**src/pwmm_pkg.sv**
```systemverilog
// Shared types, constants and the reciprocal table for the PCM window min/max block.
package pwmm_pkg;

    localparam int MAX_CHANNELS_DEF = 8;
    localparam int SAMPLE_BITS_DEF  = 16;

    localparam int SAMPLE_W   = 16;  // sample and result field width
    localparam int WIN_W      = 16;  // window_frames width
    localparam int REG_W      = 16;  // widest configuration register
    localparam int CFG_ADDR_W = 2;
    localparam int CNT_W      = 5;   // effective channel count, up to 16
    localparam int S_TDATA_W  = 16;
    localparam int M_TDATA_W  = 40;

    localparam int RECIP_SHIFT = 20;
    localparam int RECIP_W     = RECIP_SHIFT + 1;

    localparam logic [CFG_ADDR_W-1:0] CFG_CHANNEL_COUNT  = 2'd0;
    localparam logic [CFG_ADDR_W-1:0] CFG_CHANNEL_SELECT = 2'd1;
    localparam logic [CFG_ADDR_W-1:0] CFG_WINDOW_FRAMES  = 2'd2;

    localparam logic [3:0]       CHANNEL_COUNT_RST  = 4'd2;
    localparam logic [3:0]       CHANNEL_SELECT_RST = 4'd0;
    localparam logic [WIN_W-1:0] WINDOW_FRAMES_RST  = 16'd256;

    typedef struct packed {
        logic accept;   // input transfer this cycle
        logic div_mul;  // reciprocal multiply
        logic div_fix;  // quotient correction and sign
        logic div_ins;  // mean enters the range
        logic emit;     // load result register, clear range
    } pwmm_cmd_t;

    typedef struct packed {
        logic frame_end;
        logic mean_mode;
        logic win_end;
        logic out_free;
    } pwmm_status_t;

    // floor(2^RECIP_SHIFT / c) for c = 1..16
    function automatic logic [RECIP_W-1:0] recip(input logic [CNT_W-1:0] c);
        logic [RECIP_W-1:0] r;
        unique case (c)
            5'd1:    r = 21'd1048576;
            5'd2:    r = 21'd524288;
            5'd3:    r = 21'd349525;
            5'd4:    r = 21'd262144;
            5'd5:    r = 21'd209715;
            5'd6:    r = 21'd174762;
            5'd7:    r = 21'd149796;
            5'd8:    r = 21'd131072;
            5'd9:    r = 21'd116508;
            5'd10:   r = 21'd104857;
            5'd11:   r = 21'd95325;
            5'd12:   r = 21'd87381;
            5'd13:   r = 21'd80659;
            5'd14:   r = 21'd74898;
            5'd15:   r = 21'd69905;
            5'd16:   r = 21'd65536;
            default: r = 21'd1048576;
        endcase
        return r;
    endfunction

endpackage

```
**src/pwmm_ctrl.sv**
```systemverilog
// Sequencer: input acceptance, mean division steps and result emission.
module pwmm_ctrl (
    input  logic                  clk,
    input  logic                  rst_n,
    input  logic                  s_tvalid,
    output logic                  ready,
    input  pwmm_pkg::pwmm_status_t status,
    output pwmm_pkg::pwmm_cmd_t    cmd
);
    import pwmm_pkg::*;

    typedef enum logic [2:0] {
        ST_IDLE,
        ST_MUL,
        ST_FIX,
        ST_INS,
        ST_EMIT
    } state_t;

    state_t state_reg, state_next;
    logic   win_pend_reg, win_pend_next;

    always_comb
    begin
        state_next    = state_reg;
        win_pend_next = win_pend_reg;
        cmd           = '0;
        unique case (state_reg)
            ST_IDLE:
            begin
                cmd.accept = s_tvalid;
                if (s_tvalid)
                begin
                    win_pend_next = status.win_end;
                    if (status.frame_end && status.mean_mode)
                        state_next = ST_MUL;
                    else if (status.win_end)
                        state_next = ST_EMIT;
                end
            end
            ST_MUL:
            begin
                cmd.div_mul = 1'b1;
                state_next  = ST_FIX;
            end
            ST_FIX:
            begin
                cmd.div_fix = 1'b1;
                state_next  = ST_INS;
            end
            ST_INS:
            begin
                cmd.div_ins = 1'b1;
                state_next  = win_pend_reg ? ST_EMIT : ST_IDLE;
            end
            ST_EMIT:
            begin
                // wait for the result register to drain
                if (status.out_free)
                begin
                    cmd.emit   = 1'b1;
                    state_next = ST_IDLE;
                end
            end
            default: state_next = ST_IDLE;
        endcase
    end

    always_ff @(posedge clk or negedge rst_n)
    begin
        if (!rst_n)
        begin
            state_reg    <= ST_IDLE;
            win_pend_reg <= 1'b0;
        end
        else
        begin
            state_reg    <= state_next;
            win_pend_reg <= win_pend_next;
        end
    end

    assign ready = (state_reg == ST_IDLE);

endmodule

```
**src/pwmm_datapath.sv**
```systemverilog
// Datapath: config registers, frame accumulation, divide by channel count, range and result.
module pwmm_datapath #(
    parameter int MAX_CHANNELS = pwmm_pkg::MAX_CHANNELS_DEF,
    parameter int SAMPLE_BITS  = pwmm_pkg::SAMPLE_BITS_DEF
) (
    input  logic                              clk,
    input  logic                              rst_n,
    input  logic                              cfg_we,
    input  logic [pwmm_pkg::CFG_ADDR_W-1:0]   cfg_addr,
    input  logic [pwmm_pkg::REG_W-1:0]        cfg_data,
    input  logic [pwmm_pkg::S_TDATA_W-1:0]    s_tdata,
    input  logic                              m_tready,
    output logic                              m_tvalid,
    output logic [pwmm_pkg::M_TDATA_W-1:0]    m_tdata,
    input  pwmm_pkg::pwmm_cmd_t               cmd,
    output pwmm_pkg::pwmm_status_t            status
);
    import pwmm_pkg::*;

    localparam int SUM_W  = SAMPLE_BITS + $clog2(MAX_CHANNELS) + 1;
    localparam int POS_W  = (MAX_CHANNELS > 1) ? $clog2(MAX_CHANNELS) : 1;
    localparam int PROD_W = SUM_W + RECIP_W;
    localparam int QC_W   = SUM_W + CNT_W;
    localparam int PAD_W  = M_TDATA_W - 2 * SAMPLE_W - 1;

    // configuration
    logic [3:0]       channel_count_reg;
    logic [3:0]       channel_select_reg;
    logic [WIN_W-1:0] window_frames_reg;

    // frame and window state
    // range is kept at sum width: a frame left open across a count change can
    // give a mean beyond the sample range; only the result is cut to 16 bits
    logic [POS_W-1:0]              pos_reg;
    logic signed [SUM_W-1:0]       frame_sum_reg;
    logic [WIN_W-1:0]              frame_counter_reg;
    logic signed [SUM_W-1:0]       min_reg, max_reg;
    logic                          nonempty_reg;

    // divider
    logic [SUM_W-1:0]              mag_reg;
    logic                          neg_reg;
    logic [PROD_W-1:0]             prod_reg;
    logic signed [SUM_W-1:0]       mean_reg;

    // result register
    logic                    m_tvalid_reg;
    logic [SAMPLE_W-1:0]     out_min_reg, out_max_reg;
    logic                    out_valid_reg;

    logic signed [SAMPLE_BITS-1:0] smp;
    logic signed [SUM_W-1:0]       smp_ext, sum_total;
    logic [SUM_W-1:0]              mag;
    logic [CNT_W-1:0]              cnt_ext, cnt_eff, sel_ext, pos_ext;
    logic [WIN_W-1:0]              win_eff;
    logic [WIN_W:0]                cnt_inc;
    logic                          sel_hit, frame_end, win_end;
    logic [SUM_W-1:0]              q0, q_fix;
    logic [QC_W-1:0]               qc, rem;
    logic                          ins_en;
    logic signed [SUM_W-1:0]       ins_val;

    assign smp       = $signed(s_tdata[SAMPLE_BITS-1:0]);
    assign smp_ext   = SUM_W'(smp);
    assign sum_total = frame_sum_reg + smp_ext;
    assign mag       = sum_total[SUM_W-1] ? SUM_W'(-sum_total) : SUM_W'(sum_total);

    assign cnt_ext = {1'b0, channel_count_reg};
    assign sel_ext = {1'b0, channel_select_reg};
    assign pos_ext = CNT_W'(pos_reg);

    always_comb
    begin
        priority if (channel_count_reg == '0)
            cnt_eff = CNT_W'(1);
        else if (cnt_ext > CNT_W'(MAX_CHANNELS))
            cnt_eff = CNT_W'(MAX_CHANNELS);
        else
            cnt_eff = cnt_ext;
    end

    assign win_eff   = (window_frames_reg == '0) ? WIN_W'(1) : window_frames_reg;
    assign sel_hit   = (channel_select_reg != '0) && (sel_ext <= cnt_eff)
                       && (pos_ext == sel_ext - CNT_W'(1));
    assign frame_end = (pos_ext + CNT_W'(1)) >= cnt_eff;
    assign cnt_inc   = {1'b0, frame_counter_reg} + (WIN_W + 1)'(1);
    assign win_end   = frame_end && (cnt_inc >= {1'b0, win_eff});

    // quotient estimate is exact or one short; one compare fixes it
    assign q0    = prod_reg[RECIP_SHIFT +: SUM_W];
    assign qc    = QC_W'(q0) * QC_W'(cnt_eff);
    assign rem   = QC_W'(mag_reg) - qc;
    assign q_fix = (rem >= QC_W'(cnt_eff)) ? q0 + SUM_W'(1) : q0;

    assign ins_en  = (cmd.accept && sel_hit) || cmd.div_ins;
    assign ins_val = cmd.div_ins ? mean_reg : smp_ext;

    assign status.frame_end = frame_end;
    assign status.mean_mode = (channel_select_reg == '0);
    assign status.win_end   = win_end;
    assign status.out_free  = !m_tvalid_reg || m_tready;

    always_ff @(posedge clk or negedge rst_n)
    begin
        if (!rst_n)
        begin
            channel_count_reg  <= CHANNEL_COUNT_RST;
            channel_select_reg <= CHANNEL_SELECT_RST;
            window_frames_reg  <= WINDOW_FRAMES_RST;
        end
        else if (cfg_we)
        begin
            unique case (cfg_addr)
                CFG_CHANNEL_COUNT:  channel_count_reg  <= cfg_data[3:0];
                CFG_CHANNEL_SELECT: channel_select_reg <= cfg_data[3:0];
                CFG_WINDOW_FRAMES:  window_frames_reg  <= cfg_data[WIN_W-1:0];
                default: ;
            endcase
        end
    end

    always_ff @(posedge clk or negedge rst_n)
    begin
        if (!rst_n)
        begin
            pos_reg           <= '0;
            frame_sum_reg     <= '0;
            frame_counter_reg <= '0;
        end
        else if (cmd.accept)
        begin
            if (frame_end)
            begin
                pos_reg           <= '0;
                frame_sum_reg     <= '0;
                frame_counter_reg <= win_end ? '0 : cnt_inc[WIN_W-1:0];
            end
            else
            begin
                pos_reg       <= pos_reg + POS_W'(1);
                frame_sum_reg <= sum_total;
            end
        end
    end

    always_ff @(posedge clk or negedge rst_n)
    begin
        if (!rst_n)
        begin
            min_reg      <= '0;
            max_reg      <= '0;
            nonempty_reg <= 1'b0;
        end
        else if (cmd.emit)
        begin
            min_reg      <= '0;
            max_reg      <= '0;
            nonempty_reg <= 1'b0;
        end
        else if (ins_en)
        begin
            nonempty_reg <= 1'b1;
            if (!nonempty_reg || ins_val < min_reg)
                min_reg <= ins_val;
            if (!nonempty_reg || ins_val > max_reg)
                max_reg <= ins_val;
        end
    end

    always_ff @(posedge clk)
    begin
        if (cmd.accept)
        begin
            mag_reg <= mag;
            neg_reg <= sum_total[SUM_W-1];
        end
        if (cmd.div_mul)
            prod_reg <= PROD_W'(mag_reg) * PROD_W'(recip(cnt_eff));
        if (cmd.div_fix)
            mean_reg <= neg_reg ? $signed(-q_fix) : $signed(q_fix);
        if (cmd.emit)
        begin
            out_min_reg   <= nonempty_reg ? SAMPLE_W'(min_reg) : '0;
            out_max_reg   <= nonempty_reg ? SAMPLE_W'(max_reg) : '0;
            out_valid_reg <= nonempty_reg;
        end
    end

    always_ff @(posedge clk or negedge rst_n)
    begin
        if (!rst_n)
            m_tvalid_reg <= 1'b0;
        else if (cmd.emit)
            m_tvalid_reg <= 1'b1;
        else if (m_tready)
            m_tvalid_reg <= 1'b0;
    end

    assign m_tvalid = m_tvalid_reg;
    assign m_tdata  = {{PAD_W{1'b0}}, out_valid_reg, out_max_reg, out_min_reg};

endmodule

```
**src/pcm_window_min_max.sv**
```systemverilog
// Top level: minimum and maximum of per-frame PCM values over a window of frames.
//
// Input stream s_*: one interleaved signed sample per transfer, channels in order.
// Output stream m_*: one transfer per window with range_min, range_max and
// range_valid (0 when no value entered the range; min and max are then 0).
// Configuration: cfg_we writes cfg_data to register cfg_addr (0 channel_count,
// 1 channel_select, 2 window_frames); write only while the block is idle.
//
// Throughput: one sample per cycle while s_tready is high. A sample that closes a frame in mean mode
// (channel_select 0) holds s_tready low while the frame sum goes through a reciprocal
// multiply, a correction step and the range update. A sample that closes a
// window also holds s_tready low until the result register is loaded.
//
// Reset clears the channel position, frame sum, frame count and range, and
// loads channel_count 2, channel_select 0, window_frames 256. The result
// register holds one window result; a stalled receiver only blocks input when
// a second result is ready to be loaded.
module pcm_window_min_max #(
    parameter int MAX_CHANNELS = pwmm_pkg::MAX_CHANNELS_DEF,
    parameter int SAMPLE_BITS  = pwmm_pkg::SAMPLE_BITS_DEF
) (
    input  logic                            clk,
    input  logic                            rst_n,
    input  logic                            cfg_we,
    input  logic [pwmm_pkg::CFG_ADDR_W-1:0] cfg_addr,
    input  logic [pwmm_pkg::REG_W-1:0]      cfg_data,
    input  logic                            s_tvalid,
    output logic                            s_tready,
    input  logic [pwmm_pkg::S_TDATA_W-1:0]  s_tdata,   // [15:0] sample
    output logic                            m_tvalid,
    input  logic                            m_tready,
    output logic [pwmm_pkg::M_TDATA_W-1:0]  m_tdata    // [15:0] range_min, [31:16] range_max,
                                                       // [32] range_valid
);
    import pwmm_pkg::*;

    pwmm_cmd_t    cmd;
    pwmm_status_t status;

    pwmm_ctrl u_ctrl (
        .clk      (clk),
        .rst_n    (rst_n),
        .s_tvalid (s_tvalid),
        .ready    (s_tready),
        .status   (status),
        .cmd      (cmd)
    );

    pwmm_datapath #(
        .MAX_CHANNELS (MAX_CHANNELS),
        .SAMPLE_BITS  (SAMPLE_BITS)
    ) u_datapath (
        .clk      (clk),
        .rst_n    (rst_n),
        .cfg_we   (cfg_we),
        .cfg_addr (cfg_addr),
        .cfg_data (cfg_data),
        .s_tdata  (s_tdata),
        .m_tready (m_tready),
        .m_tvalid (m_tvalid),
        .m_tdata  (m_tdata),
        .cmd      (cmd),
        .status   (status)
    );

    a_empty_zero: assert property (@(posedge clk) disable iff (!rst_n)
        m_tvalid && !m_tdata[2*SAMPLE_W] |-> m_tdata[2*SAMPLE_W-1:0] == '0)
        else $error("empty range result carries non-zero min or max");

    a_valid_from_emit: assert property (@(posedge clk) disable iff (!rst_n)
        $rose(m_tvalid) |-> $past(cmd.emit))
        else $error("result raised without an emit");

    a_div_order: assert property (@(posedge clk) disable iff (!rst_n)
        cmd.div_mul |=> cmd.div_fix && !s_tready)
        else $error("divider steps out of order");

endmodule
```
**config.mk**
```make
export PLATFORM = sky130hd
export DESIGN_NAME = pcm_window_min_max
export DESIGN_NICKNAME = d
export VERILOG_FILES = /design/src/pwmm_pkg.sv /design/src/pwmm_ctrl.sv /design/src/pwmm_datapath.sv /design/src/pcm_window_min_max.sv
export SDC_FILE = /design/constraint.sdc
export NUM_CORES = 1
export LEC_CHECK = 0
export BUFFER_PORTS_ARGS = -buffer_cell sky130_fd_sc_hd__buf_4
export CAP_MARGIN = 20
export CORE_MARGIN = 2
export CORE_UTILIZATION = 40
export DETAILED_ROUTE_END_ITERATION = 12
export SLEW_MARGIN = 10
export SYNTH_ARGS = -nofsm -noshare
export SYNTH_HDL_FRONTEND = slang
export SYNTH_SLANG_ARGS = --single-unit
```
**constraint.sdc**
```tcl
create_clock -name clk -period 12.5 [get_ports clk]
set_input_delay 3.125 -clock clk [delete_from_list [all_inputs] [get_ports clk]]
set_output_delay 3.125 -clock clk [all_outputs]
set_load 0.005 [all_outputs]
```
==> flow_metrics.py <==
metrics = {
    "critical_path": {
        "critical_path_required_ps": 12760,
        "max_stage_delay_ps": 850,
        "critPathSlowestCell": "a21o_1",
        "r2r_slack_ps": 2000,
        "cp-end-kind": "flip-flop",
        "cp.arrival_ps": 10760,
        "crit_top_cell": "fa_1",
        "r2r_cells": 30,
        "reg2reg_from": "u_datapath.channel_count_reg[3]$_DFFE_PN0P_",
        "path_class": "reg2reg",
        "startpoint": "u_datapath.channel_count_reg[3]$_DFFE_PN0P_",
        "worstReg2RegEnd": "u_datapath.prod_reg[39]$_DFFE_PP_",
        "startpoint_type": "flip-flop",
        "crit_end": "u_datapath.prod_reg[39]$_DFFE_PP_",
        "cp_max_fo": 22,
    },
    "timing": {
        "tightest_slew_ps": 1143,
        "setup-violations-final": 0,
        "fin_skew_ps": 17.18,
        "finalHoldViolCount": 0,
        "fmax_mhz": 95.26,
        "slew_headroom_pct": 23.78,
        "fin_setup_tns_ps": 0,
        "fin_crit_sh_pct": 83.98,
        "drv_slew": 0,
        "rsz0062_at_grt": "no",
        "period_needed_ps": 10500,
    },
    "layout": {
        "area_delta_synth_final_pct": 7.767,
        "antenna_cells": 0,
        "fill_cells": 7045,
        "layout.nets": 3825,
        "final_core_util_pct": 43.45,
        "drive_gt1_share_pct": 7.070,
    },
    "routing": {
        "routed_wirelength_mm": 79.54,
        "firstDrtPassIters": 5,
        "drt-initial-drc-count": 1397,
        "wl_per_cell_um": 19.45,
        "drcViolationCount": 0,
        "via_per_inst": 5.297,
        "vias": 21670,
        "final_antenna_net_count": 0,
    },
    "synthesis": {
        "synth_top_cells_by_count": "inv_1 (521), nand2_1 (407), fa_1 (374), ha_1 (288), and2_1 (168)",
        "syn_area_per_cell_um2": 9.215,
        "yosys.cell_types.count": 95,
        "synth_top_area_cell": "fa_1",
        "synth_warnings": 0,
        "syn_inst": 3122,
        "synth_seq_cells": 203,
        "synthTopCellsByArea": "fa_1 (26%), ha_1 (13%), edfxtp_1 (9.8%), dfrtp_1 (9.3%), inv_1 (6.8%)",
        "synth_edf_count": 94,
        "ys_seq_area_share_pct": 19.30,
        "syn_area_mm2": 0.02877,
        "yosysTopAreaCellShare_pct": 26.02,
        "synth_ff_type": "dfrtp_1",
        "synth-async-reset-ratio_pct": 53.69,
        "yosysMostFrequentCell": "inv_1",
    },
    "floorplanning": {
        "die_area_mm2": 0.07409,
        "core_mm2": 0.07136,
        "boundaryPins": 81,
        "die_y_um": 272.2,
        "num_rows": 98,
        "start_util_pct": 40.31,
        "die_width_um": 272.2,
    },
    "clock_tree": {
        "cts_setup_buffers": 0,
        "cts_inserted_buffers": 22,
        "insertion_delay_ps": 520,
        "cts_sinks": 203,
        "clockBufferDepth": 3,
        "cts_tree": "built",
        "clk_pin_slew_ps": 60,
        "holdBufCountCts": 0,
        "htree_levels": 1,
        "cts-resized-gates": 0,
        "cts_root_buf": "clkbuf_16",
    },
    "run": {
        "max-cap-violations": 0,
    },
    "global_route": {
        "antenna_found_initial": 2,
        "grt_max_degree": 58,
        "grt_pass1_wl_mm": 126.5,
        "grt_use_total_pct": 21.77,
        "first_global_vias": 22300,
        "gr-total-overflow": 0,
    },
    "status": {
        "status": "completed",
    },
    "placed_design": {
        "finalWeightedCongestion": 0.8922,
        "dpl.hpwl_mm": 60.53,
        "portBuffers": 73,
    },
    "hold_path": {
        "hold_path.class": "reg2reg",
    },
}
## stage by stage
| step | cell area (um^2) | hold slack, ps | worst slack [ps] | cells |
|---|---|---|---|---|
| after floorplan | 28790 | 452.6 | 3614 | 3128 |
| after global placement | 30290 | 463.6 | 2248 | 4048 |
| after detailed placement | 30300 | 474.5 | 2105 | 4049 |
| after CTS | 31000 | 488.4 | 2079 | 4089 |
| after global routing | 31000 | 523.5 | 1636 | 4090 |
| final | 31000 | 485.2 | 2003 | 4090 |
## per-layer routing
layer,vias up,wire length (um),GRT usage [%],part of all wire [%]
met5,-,0,0,0
met4,0,2504,6.087,3.1
met3,139,4645,3.059,5.8
met2,613,38340,37.04,48
met1,10800,34050,28.95,43
li1,10110,-,-,-
## area by class of cell
type,count,area (um^2),area share (%)
well taps,950,1189,3.834
repair buffers,121,908.4,2.930
clock buffers,32,609.3,1.965
multi-input cells,2254,20690,66.74
flip-flops and latches,203,5553,17.91
inverters,522,1959,6.320
clock inverters,8,92.59,0.2986
## cell usage in the layout, fill, tap and decap left out, types with 70 or more instances in the layout
cell,netlist,final
edfxtp_1,94,94
inv_1,521,521
fa_1,374,374
dfrtp_1,107,107
a21oi_1,80,80
nor2_1,115,113
nand2_1,407,407
ha_1,288,288
xnor2_1,93,93
o21ai_0,74,73
and3_1,70,70
and2_1,168,168
buf_4,9,121
## critical path, delay by kind of cell, from the launching register on
kind / cells / cell delay (ps)
fa+ha+maj: 9 / 4540
simple gates: 3 / 850
compound gates: 13 / 3810
flops: 1 / 560
xor+xnor: 1 / 80
buf+inv: 4 / 390
## how the worst min path moves through the flow
stage                     cells after the start                                 endpoint                                    start  slack, ps
after floorplan                               2  u_datapath.frame_sum_reg[0]$_DFFE_PN0P_  u_datapath.frame_sum_reg[0]$_DFFE_PN0P_        450
after global placement                        2  u_datapath.frame_sum_reg[0]$_DFFE_PN0P_  u_datapath.frame_sum_reg[0]$_DFFE_PN0P_        460
after detailed placement                      2  u_datapath.frame_sum_reg[3]$_DFFE_PN0P_  u_datapath.frame_sum_reg[3]$_DFFE_PN0P_        470
after CTS                                     2  u_datapath.frame_sum_reg[3]$_DFFE_PN0P_  u_datapath.frame_sum_reg[3]$_DFFE_PN0P_        490
after global routing                          2  u_datapath.frame_sum_reg[2]$_DFFE_PN0P_  u_datapath.frame_sum_reg[2]$_DFFE_PN0P_        520
final                                         2  u_datapath.frame_sum_reg[3]$_DFFE_PN0P_  u_datapath.frame_sum_reg[3]$_DFFE_PN0P_        490
## logic make-up after synthesis
kind of cell / count (synthesis) / synth area share, %
other cells: 1 / 0.01303
simple gates: 997 / 17.32
compound gates: 382 / 9.163
buf+inv: 671 / 8.954
flops: 203 / 19.30
mux: 69 / 2.527
xor+xnor: 137 / 4.171
fa+ha+maj: 662 / 38.55
Power is left out: the tool's default activity adds up to more than one toggle a clock period on the data nets, which glitch-free logic cannot reach.
